`config.mk`:
```
export PLATFORM = sky130hd
export DESIGN_NAME = sha256_stream_hasher
export DESIGN_NICKNAME = d
export VERILOG_FILES = /design/src/design/shs_pkg.sv /design/src/design/shs_ram.sv /design/src/design/sha256_stream_hasher.sv
export SDC_FILE = /design/constraint.sdc
export NUM_CORES = 2
export LEC_CHECK = 0
export ABC_AREA = 1
export CAP_MARGIN = 40
export CORE_AREA = 2 2 384 386
export DETAILED_ROUTE_END_ITERATION = 10
export DIE_AREA = 0 0 386 388
export DONT_BUFFER_PORTS = 1
export PLACE_DENSITY = 0.8
export REMOVE_ABC_BUFFERS = 1
export SYNTH_ARGS = -nofsm -noshare
export SYNTH_HDL_FRONTEND = slang
export SYNTH_SLANG_ARGS = --single-unit
```
`constraint.sdc`:
```
create_clock -name clk -period 21.2 [get_ports clk]
set_input_delay 2.12 -clock clk [delete_from_list [all_inputs] [get_ports clk]]
set_output_delay 2.12 -clock clk [all_outputs]
set_load 0.02 [all_outputs]
```
`src/design/shs_pkg.sv`:
```
package shs_pkg;

	localparam int WORD_W      = 32;
	localparam int BLK_WORDS   = 16;
	localparam int BLK_AW      = 4;
	localparam int CHAIN_WORDS = 8;
	localparam int CHAIN_AW    = 3;
	localparam int ROUNDS      = 64;
	localparam int LEN_POS     = 56;
	localparam int OUT_W       = 40;

	localparam logic [7:0] PAD_MARK = 8'h80;

	typedef logic [WORD_W-1:0] word_t;

	typedef enum logic [5:0] {
		ST_IDLE   = 6'b000001,
		ST_PAD    = 6'b000010,
		ST_LOAD   = 6'b000100,
		ST_ROUND  = 6'b001000,
		ST_UPDATE = 6'b010000,
		ST_OUT    = 6'b100000
	} state_t;

	localparam word_t ROUND_K [ROUNDS] = '{
		32'h428a2f98, 32'h71374491, 32'hb5c0fbcf, 32'he9b5dba5,
		32'h3956c25b, 32'h59f111f1, 32'h923f82a4, 32'hab1c5ed5,
		32'hd807aa98, 32'h12835b01, 32'h243185be, 32'h550c7dc3,
		32'h72be5d74, 32'h80deb1fe, 32'h9bdc06a7, 32'hc19bf174,
		32'he49b69c1, 32'hefbe4786, 32'h0fc19dc6, 32'h240ca1cc,
		32'h2de92c6f, 32'h4a7484aa, 32'h5cb0a9dc, 32'h76f988da,
		32'h983e5152, 32'ha831c66d, 32'hb00327c8, 32'hbf597fc7,
		32'hc6e00bf3, 32'hd5a79147, 32'h06ca6351, 32'h14292967,
		32'h27b70a85, 32'h2e1b2138, 32'h4d2c6dfc, 32'h53380d13,
		32'h650a7354, 32'h766a0abb, 32'h81c2c92e, 32'h92722c85,
		32'ha2bfe8a1, 32'ha81a664b, 32'hc24b8b70, 32'hc76c51a3,
		32'hd192e819, 32'hd6990624, 32'hf40e3585, 32'h106aa070,
		32'h19a4c116, 32'h1e376c08, 32'h2748774c, 32'h34b0bcb5,
		32'h391c0cb3, 32'h4ed8aa4a, 32'h5b9cca4f, 32'h682e6ff3,
		32'h748f82ee, 32'h78a5636f, 32'h84c87814, 32'h8cc70208,
		32'h90befffa, 32'ha4506ceb, 32'hbef9a3f7, 32'hc67178f2
	};

	localparam word_t INIT_HASH [CHAIN_WORDS] = '{
		32'h6a09e667, 32'hbb67ae85, 32'h3c6ef372, 32'ha54ff53a,
		32'h510e527f, 32'h9b05688c, 32'h1f83d9ab, 32'h5be0cd19
	};

	function automatic word_t big_sigma0(input word_t x);
		return {x[1:0], x[31:2]} ^ {x[12:0], x[31:13]} ^ {x[21:0], x[31:22]};
	endfunction

	function automatic word_t big_sigma1(input word_t x);
		return {x[5:0], x[31:6]} ^ {x[10:0], x[31:11]} ^ {x[24:0], x[31:25]};
	endfunction

	function automatic word_t small_sigma0(input word_t x);
		return {x[6:0], x[31:7]} ^ {x[17:0], x[31:18]} ^ {3'b000, x[31:3]};
	endfunction

	function automatic word_t small_sigma1(input word_t x);
		return {x[16:0], x[31:17]} ^ {x[18:0], x[31:19]} ^ {10'b0, x[31:10]};
	endfunction

	function automatic word_t choose(input word_t e, input word_t f, input word_t g);
		return (e & f) ^ (~e & g);
	endfunction

	function automatic word_t major(input word_t a, input word_t b, input word_t c);
		return (a & b) ^ (a & c) ^ (b & c);
	endfunction

endpackage

```
`src/design/shs_ram.sv`:
```
module shs_ram #(
	parameter int WIDTH = 32,
	parameter int DEPTH = 16,
	localparam int AW = $clog2(DEPTH)
) (
	input  logic             clk,
	input  logic             we,
	input  logic [AW-1:0]    waddr,
	input  logic [WIDTH-1:0] wdata,
	input  logic [AW-1:0]    raddr,
	output logic [WIDTH-1:0] rdata
);

	logic [WIDTH-1:0] mem [DEPTH];

	always_ff @(posedge clk) begin
		if (we) begin
			mem[waddr] <= wdata;
		end
		rdata <= mem[raddr];
	end

endmodule

```
`src/design/sha256_stream_hasher.sv`:
```
// SHA-256 hasher for a byte stream. Each input beat carries one message byte; tuser marks
// the byte as part of the message and tlast ends the message (tuser low with tlast high
// ends it with the bytes already taken, or hashes the empty message). Bytes are taken one
// per cycle into a 16-word block memory; the 64th byte of a block stalls the input while
// the chaining words are read from their memory, 64 compression rounds run at one round
// per cycle, and the results are added and written back. On tlast the padding bytes are
// written through the same one-byte-per-cycle path, followed by the compressions, and the
// digest leaves as eight beats, word 0 first, each word read from the chaining memory
// before it is shown. Output beat tdata: bits 31:0 digest word, 34:32 word index; tlast
// flags word 7. The next message may start while the last digest beat still waits on the
// output.
module sha256_stream_hasher (
	input  logic        clk,
	input  logic        arst_n,
	input  logic        s_tvalid,
	output logic        s_tready,
	input  logic [7:0]  s_tdata,  // [7:0] data_byte
	input  logic        s_tuser,  // [0] byte_valid
	input  logic        s_tlast,  // final_byte
	output logic        m_tvalid,
	input  logic        m_tready,
	output logic [39:0] m_tdata,  // [31:0] digest_word, [34:32] word_index, rest zero
	output logic        m_tlast   // last_word
);

	shs_pkg::state_t state_q;
	logic [5:0]  cnt_q;
	logic [5:0]  fill_q;
	logic [63:0] bits_q;
	logic [63:0] len_q;
	logic        final_q;
	logic        pad_q;
	logic        marker_q;
	logic        lenok_q;
	logic        fresh_q;
	logic        rdpend_s1;
	logic [shs_pkg::CHAIN_AW-1:0] caddr_s1;
	logic [23:0] wacc_q;
	shs_pkg::word_t vreg_q [shs_pkg::CHAIN_WORDS];
	shs_pkg::word_t win_q [shs_pkg::BLK_WORDS];
	logic        oval_q;
	shs_pkg::word_t oword_q;
	logic [2:0]  oidx_q;

	logic        accept;
	logic        byte_we;
	logic [7:0]  byte_val;
	logic [7:0]  pad_byte;
	logic        bwe;
	logic [shs_pkg::BLK_AW-1:0] braddr;
	shs_pkg::word_t brdata;
	logic [shs_pkg::CHAIN_AW-1:0] craddr;
	logic        cwe;
	shs_pkg::word_t crdata;
	shs_pkg::word_t chain_rd;
	shs_pkg::word_t cwdata;
	logic        issue;
	shs_pkg::word_t wt;
	shs_pkg::word_t t1;
	shs_pkg::word_t t2;

	assign s_tready = (state_q == shs_pkg::ST_IDLE);
	assign accept   = s_tvalid && s_tready;

	// Length bytes go out most significant first at block positions 56..63.
	always_comb begin
		if (!marker_q) begin
			pad_byte = shs_pkg::PAD_MARK;
		end else if (lenok_q && (fill_q >= 6'(shs_pkg::LEN_POS))) begin
			pad_byte = len_q[{~fill_q[2:0], 3'b000} +: 8];
		end else begin
			pad_byte = 8'h00;
		end
	end

	always_comb begin
		byte_we  = 1'b0;
		byte_val = s_tdata;
		if (state_q == shs_pkg::ST_IDLE) begin
			byte_we = accept && s_tuser;
		end else if (state_q == shs_pkg::ST_PAD) begin
			byte_we  = 1'b1;
			byte_val = pad_byte;
		end
	end

	assign bwe    = byte_we && (fill_q[1:0] == 2'b11);
	assign braddr = (state_q == shs_pkg::ST_ROUND) ? (cnt_q[3:0] + 4'd1) : '0;

	shs_ram #(
		.WIDTH(shs_pkg::WORD_W),
		.DEPTH(shs_pkg::BLK_WORDS)
	) u_block_ram (
		.clk  (clk),
		.we   (bwe),
		.waddr(fill_q[5:2]),
		.wdata({wacc_q, byte_val}),
		.raddr(braddr),
		.rdata(brdata)
	);

	assign craddr   = cnt_q[2:0];
	assign chain_rd = fresh_q ? shs_pkg::INIT_HASH[caddr_s1] : crdata;
	assign cwe      = (state_q == shs_pkg::ST_UPDATE) && (cnt_q != 6'd0);
	assign cwdata   = chain_rd + vreg_q[0];

	shs_ram #(
		.WIDTH(shs_pkg::WORD_W),
		.DEPTH(shs_pkg::CHAIN_WORDS)
	) u_chain_ram (
		.clk  (clk),
		.we   (cwe),
		.waddr(caddr_s1),
		.wdata(cwdata),
		.raddr(craddr),
		.rdata(crdata)
	);

	// Read a digest word only when the output slot is free by the time it lands.
	assign issue = (state_q == shs_pkg::ST_OUT) && !cnt_q[3] && !rdpend_s1
		&& (!oval_q || m_tready);

	always_comb begin
		if (cnt_q[5:4] == 2'b00) begin
			wt = brdata;
		end else begin
			wt = shs_pkg::small_sigma1(win_q[14]) + win_q[9]
				+ shs_pkg::small_sigma0(win_q[1]) + win_q[0];
		end
		t1 = vreg_q[7] + shs_pkg::big_sigma1(vreg_q[4])
			+ shs_pkg::choose(vreg_q[4], vreg_q[5], vreg_q[6])
			+ shs_pkg::ROUND_K[cnt_q] + wt;
		t2 = shs_pkg::big_sigma0(vreg_q[0]) + shs_pkg::major(vreg_q[0], vreg_q[1], vreg_q[2]);
	end

	always_ff @(posedge clk or negedge arst_n) begin
		if (!arst_n) begin
			state_q   <= shs_pkg::ST_IDLE;
			cnt_q     <= '0;
			fill_q    <= '0;
			bits_q    <= '0;
			final_q   <= 1'b0;
			pad_q     <= 1'b0;
			marker_q  <= 1'b0;
			lenok_q   <= 1'b0;
			fresh_q   <= 1'b1;
			rdpend_s1 <= 1'b0;
			oval_q    <= 1'b0;
		end else begin
			rdpend_s1 <= issue;
			if (rdpend_s1) begin
				oval_q <= 1'b1;
			end else if (m_tready) begin
				oval_q <= 1'b0;
			end
			unique case (state_q)
				shs_pkg::ST_IDLE: begin
					if (accept) begin
						if (s_tuser && (fill_q == 6'd63)) begin
							fill_q  <= '0;
							bits_q  <= bits_q + 64'd512;
							final_q <= s_tlast;
							cnt_q   <= '0;
							state_q <= shs_pkg::ST_LOAD;
						end else begin
							if (s_tuser) begin
								fill_q <= fill_q + 6'd1;
							end
							if (s_tlast) begin
								pad_q   <= 1'b1;
								state_q <= shs_pkg::ST_PAD;
							end
						end
					end
				end
				shs_pkg::ST_PAD: begin
					marker_q <= 1'b1;
					if (!marker_q && (fill_q < 6'(shs_pkg::LEN_POS))) begin
						lenok_q <= 1'b1;
					end
					if (fill_q == 6'd63) begin
						fill_q  <= '0;
						cnt_q   <= '0;
						state_q <= shs_pkg::ST_LOAD;
					end else begin
						fill_q <= fill_q + 6'd1;
					end
				end
				shs_pkg::ST_LOAD: begin
					if (cnt_q == 6'(shs_pkg::CHAIN_WORDS)) begin
						cnt_q   <= '0;
						state_q <= shs_pkg::ST_ROUND;
					end else begin
						cnt_q <= cnt_q + 6'd1;
					end
				end
				shs_pkg::ST_ROUND: begin
					cnt_q <= cnt_q + 6'd1;
					if (cnt_q == 6'(shs_pkg::ROUNDS - 1)) begin
						state_q <= shs_pkg::ST_UPDATE;
					end
				end
				shs_pkg::ST_UPDATE: begin
					if (cnt_q == 6'(shs_pkg::CHAIN_WORDS)) begin
						cnt_q   <= '0;
						fresh_q <= 1'b0;
						if (pad_q) begin
							if (lenok_q) begin
								state_q <= shs_pkg::ST_OUT;
							end else begin
								lenok_q <= 1'b1;
								state_q <= shs_pkg::ST_PAD;
							end
						end else if (final_q) begin
							final_q <= 1'b0;
							pad_q   <= 1'b1;
							state_q <= shs_pkg::ST_PAD;
						end else begin
							state_q <= shs_pkg::ST_IDLE;
						end
					end else begin
						cnt_q <= cnt_q + 6'd1;
					end
				end
				shs_pkg::ST_OUT: begin
					if (issue) begin
						cnt_q <= cnt_q + 6'd1;
					end
					if (cnt_q[3] && !rdpend_s1) begin
						cnt_q    <= '0;
						fresh_q  <= 1'b1;
						bits_q   <= '0;
						pad_q    <= 1'b0;
						marker_q <= 1'b0;
						lenok_q  <= 1'b0;
						final_q  <= 1'b0;
						state_q  <= shs_pkg::ST_IDLE;
					end
				end
				default: begin
					state_q <= shs_pkg::ST_IDLE;
				end
			endcase
		end
	end

	always_ff @(posedge clk) begin
		caddr_s1 <= craddr;
		if (byte_we) begin
			wacc_q <= {wacc_q[15:0], byte_val};
		end
		// Capture the message length before the marker byte lands.
		if ((state_q == shs_pkg::ST_PAD) && !marker_q) begin
			len_q <= bits_q + {55'b0, fill_q, 3'b000};
		end
		if (rdpend_s1) begin
			oword_q <= chain_rd;
			oidx_q  <= caddr_s1;
		end
		if (((state_q == shs_pkg::ST_LOAD) || (state_q == shs_pkg::ST_UPDATE))
			&& (cnt_q != 6'd0)) begin
			for (int k = 0; k < shs_pkg::CHAIN_WORDS - 1; k++) begin
				vreg_q[k] <= vreg_q[k+1];
			end
			vreg_q[shs_pkg::CHAIN_WORDS-1] <= chain_rd;
		end else if (state_q == shs_pkg::ST_ROUND) begin
			vreg_q[0] <= t1 + t2;
			vreg_q[1] <= vreg_q[0];
			vreg_q[2] <= vreg_q[1];
			vreg_q[3] <= vreg_q[2];
			vreg_q[4] <= vreg_q[3] + t1;
			vreg_q[5] <= vreg_q[4];
			vreg_q[6] <= vreg_q[5];
			vreg_q[7] <= vreg_q[6];
		end
		if (state_q == shs_pkg::ST_ROUND) begin
			for (int k = 0; k < shs_pkg::BLK_WORDS - 1; k++) begin
				win_q[k] <= win_q[k+1];
			end
			win_q[shs_pkg::BLK_WORDS-1] <= wt;
		end
	end

	assign m_tvalid = oval_q;
	assign m_tdata  = {5'b0, oidx_q, oword_q};
	assign m_tlast  = (oidx_q == 3'd7);

	a_slot_free: assert property (@(posedge clk) disable iff (!arst_n)
		rdpend_s1 |-> !oval_q)
		else $error("digest word landed on an occupied output slot");

	a_round_block_empty: assert property (@(posedge clk) disable iff (!arst_n)
		(state_q == shs_pkg::ST_ROUND) |-> (fill_q == 6'd0))
		else $error("block fill nonzero during compression");

	a_round_end: assert property (@(posedge clk) disable iff (!arst_n)
		((state_q == shs_pkg::ST_ROUND) && (cnt_q == 6'(shs_pkg::ROUNDS - 1)))
		|=> (state_q == shs_pkg::ST_UPDATE))
		else $error("compression did not end after the last round");

	a_chain_rw: assert property (@(posedge clk) disable iff (!arst_n)
		cwe |-> (craddr != caddr_s1))
		else $error("chaining memory read and write at the same word");

	a_out_order: assert property (@(posedge clk) disable iff (!arst_n)
		rdpend_s1 |-> (caddr_s1 == 3'(cnt_q - 6'd1)))
		else $error("digest words out of order");

endmodule
```
==> flow_metrics.env <==
export IMPL_cts_buffers=178
export IMPL_synth_edf_count=1656
export IMPL_cts_resized=0
export IMPL_drv_slew=0
export IMPL_path_clk_slew_ps=60
export IMPL_synthArstFlopShare_pct=4.44
export IMPL_grt_usage_pct=32.7
export IMPL_grt_overflow=0
export IMPL_crit_top_cell="inv_1"
export IMPL_vias=58800
export IMPL_postCtsHoldBufs=0
export IMPL_dieArea_sq_um=150000
export IMPL_syn_avg_cell_area_sq_um=11.4
export IMPL_clock_fmax_ghz=0.0939
export IMPL_slew_headroom_pct=25.5
export IMPL_worstPathMaxFanout=5
export IMPL_grt_antenna_before_repair=9
export IMPL_leakage_nw=34.8
export IMPL_dp_slack_ps=10770
export IMPL_yosysSeqAreaShare_pct=62.3
export IMPL_worstMarginPinSlew_ps=1120
export IMPL_grt_pass1_vias=57100
export IMPL_synthesis_instances=7465
export IMPL_final_nets=7784
export IMPL_critPathBufInv=7
export IMPL_status="completed"
export IMPL_synth_seq_cells=1803
export IMPL_crit_family="adder cells"
export IMPL_vias_per_cell=6.22
export IMPL_core_rowCount=140
export IMPL_avgRoutedWirePerCell_microns=25.9
export IMPL_post_dp_hpwl_mm=164
export IMPL_startpoint="win_q[0][44]$_DFFE_PP_"
export IMPL_period_minus_slack_ps=10650
export IMPL_holdWs_ps=396
export IMPL_power_mw=11.2
export IMPL_start_util_pct=58.7
export IMPL_finalHoldViolations=0
export IMPL_setup_violations=0
export IMPL_ys_types=68
export IMPL_die_w_microns=386
export IMPL_worstHoldStart="win_q[1][249]$_DFFE_PP_"
export IMPL_drt_pass1_iterations=6
export IMPL_rsz0062_at_grt="false"
export IMPL_crit_required_ps=21780
export IMPL_tns_ps=0
export IMPL_r2r_start="win_q[0][44]$_DFFE_PP_"
export IMPL_peakVddDrop_mv=0.0971
export IMPL_placed_cell_area_sq_um=87600
export IMPL_power_density_nw_per_um2=119
export IMPL_hold_path_class="reg -> reg"
export IMPL_routabilityCongestion=1.04
export IMPL_cp_slowest_cell="o21ai_0"
export IMPL_die_h_microns=388
export IMPL_cpPeakStageDelay_ps=560
export IMPL_crit_path_start_kind="flop"
export IMPL_fin_ws_ps=10550
export IMPL_insertion_delay_ps=840
export IMPL_areaGrowthSynthToFinish_pct=9.86
export IMPL_cts_sinks=1803
export IMPL_io_pins=57
export IMPL_ys_flop_type="edfxtp_1"
export IMPL_utilization_pct=64.5
export IMPL_place_port_buffers=0
export IMPL_path_class="reg -> reg"
export IMPL_synth_warnings=0
export IMPL_cts_tree="built"
export IMPL_cts_path_max_buffers=3
export IMPL_grt_pass1_wl_mm=363
export IMPL_cts_root_buf="clkbuf_16"
export IMPL_critPathArrivalTime_ps=11240
export IMPL_fin_skew_ps=65.1
export IMPL_drtIter0Drc=7890
export IMPL_drive_above_1_share_pct=6.65
export IMPL_fin_cells=9464
export IMPL_drcViolationCount=0
export IMPL_grt_max_degree=224
export IMPL_dpl_cell_count=9122
export IMPL_endpoint_kind="flop"
export IMPL_ctsHtreeMaxLevel=4
export IMPL_coreArea_sq_um=145000
export IMPL_syn_area_sq_um=85200
export IMPL_fin_crit_sh_pct=50.3
export IMPL_final_antenna_net_count=0
export IMPL_r2r_slack_ps=10550
export IMPL_drv_cap=0
export IMPL_postCtsSetupRepairBufs=0
export IMPL_fin_area_sq_um=93600
export IMPL_wirelength_mm=245
[power breakdown]
part	switching (mW)	internal [mW]	leakage, nW
logic	2.55	1.20	15.3
clock network	1.40	1.85	2.92
registers	0.102	4.09	16.5
total	4.05	7.14	34.8
[Yosys cell counts (34+ instances only)]
library cell  count  area share (%)
dfxtp_1          67             1.6
ha_1            190             2.8
o21ai_0         493             2.9
nor3_1          236             1.4
xnor2_1         178             1.8
dfrtp_1          78             2.3
nand4_1          64            0.47
edfxtp_1       1656              58
o31ai_1          37            0.33
buf_2            34            0.20
clkbuf_1        316             1.4
o221ai_1        143             1.5
xor2_1          203             2.1
fa_1            189             4.4
nand2_1        1256             5.5
nand3_1         225             1.3
a22oi_1          71            0.63
nor2_1          604             2.7
or2_2            34            0.25
a21oi_1         266             1.6
inv_1           731             3.2
a31oi_1          64            0.47
[sequential cells by signal, indices dropped and copies added, names as in the netlist, 3 cells and up]
register           cells
cnt_q                  6
fill_q                 6
u_chain_ram.mem      256
win_q                512
oword_q               32
len_q                 61
vreg_q               256
oidx_q                 3
u_block_ram.rdata     32
wacc_q                24
state_q                6
u_chain_ram.rdata     32
u_block_ram.mem      512
caddr_s1               3
bits_q                55
[per-layer routing]
layer  GRT usage, %  wire length [microns]
met2           48.9                 110000
met1           46.8                  97200
met5              0                    102
met3           8.10                  28500
met4           11.3                   9440
[cells in the final DEF (no fill, tap or decap), drive strengths merged, types with 18 or more instances in the layout]
cell	synthesis	routed
a211oi	22	22
a21o	18	18
a21oi	266	266
a22oi	71	71
a31oi	64	64
buf	71	129
bufinv	0	18
clkbuf	316	238
clkinv	6	63
dfrtp	78	78
dfxtp	67	67
edfxtp	1656	1656
fa	189	189
ha	190	190
inv	736	748
maj3	22	22
nand2	1260	1260
nand3	227	227
nand4	66	66
nor2	610	610
nor3	238	238
nor4	23	23
o211ai	24	24
o21ai	500	500
o21bai	19	19
o221ai	143	143
o22ai	28	28
o311ai	21	21
o31ai	37	37
or2	35	35
xnor2	178	178
xor2	203	203
[worst register-to-register path, delay by kind of cell (launching register included)]
family,cells,cell delay (ps)
AND/OR/NAND/NOR,11,1470
adder cells (fa/ha/maj),9,4280
AO/OA/AOI/OAI,10,2300
flip-flops,1,510
buffers and inverters,7,480
XOR/XNOR,5,1390
[final timing paths]
check	end	cells after the start
worst max-delay path	vreg_q[0][31]$_DFFE_PP_	42
worst min-delay path	win_q[1][217]$_DFFE_PP_	0
worst max register to register	vreg_q[0][31]$_DFFE_PP_	42
worst min register to register	win_q[1][217]$_DFFE_PP_	0
max in group asynchronous	fresh_q$_DFFE_PN1P_	0
min in group asynchronous	final_q$_DFFE_PN0P_	0
[cell type report]
cell class / count / area, sq um
multi-input cells: 4537 / 28100
well taps: 1917 / 2400
clock inverters: 96 / 1190
repair buffers: 129 / 1170
inverters: 742 / 2800
diodes: 2 / 5.00
flip-flops and latches: 1803 / 53100
fillers: 10600 / 51600
clock buffers: 238 / 4850
[kinds of logic after synthesis]
| family | count (synthesis) | share of synthesized area [%] |
|---|---|---|
| xor+xnor | 381 | 3.91 |
| fa+ha+maj | 401 | 7.49 |
| compound gates | 1276 | 9.17 |
| flops | 1803 | 62.3 |
| buf+inv | 1129 | 5.05 |
| other cells | 1 | 0.00440 |
| simple gates | 2474 | 12.1 |
(Power assumes the default switching activity.)
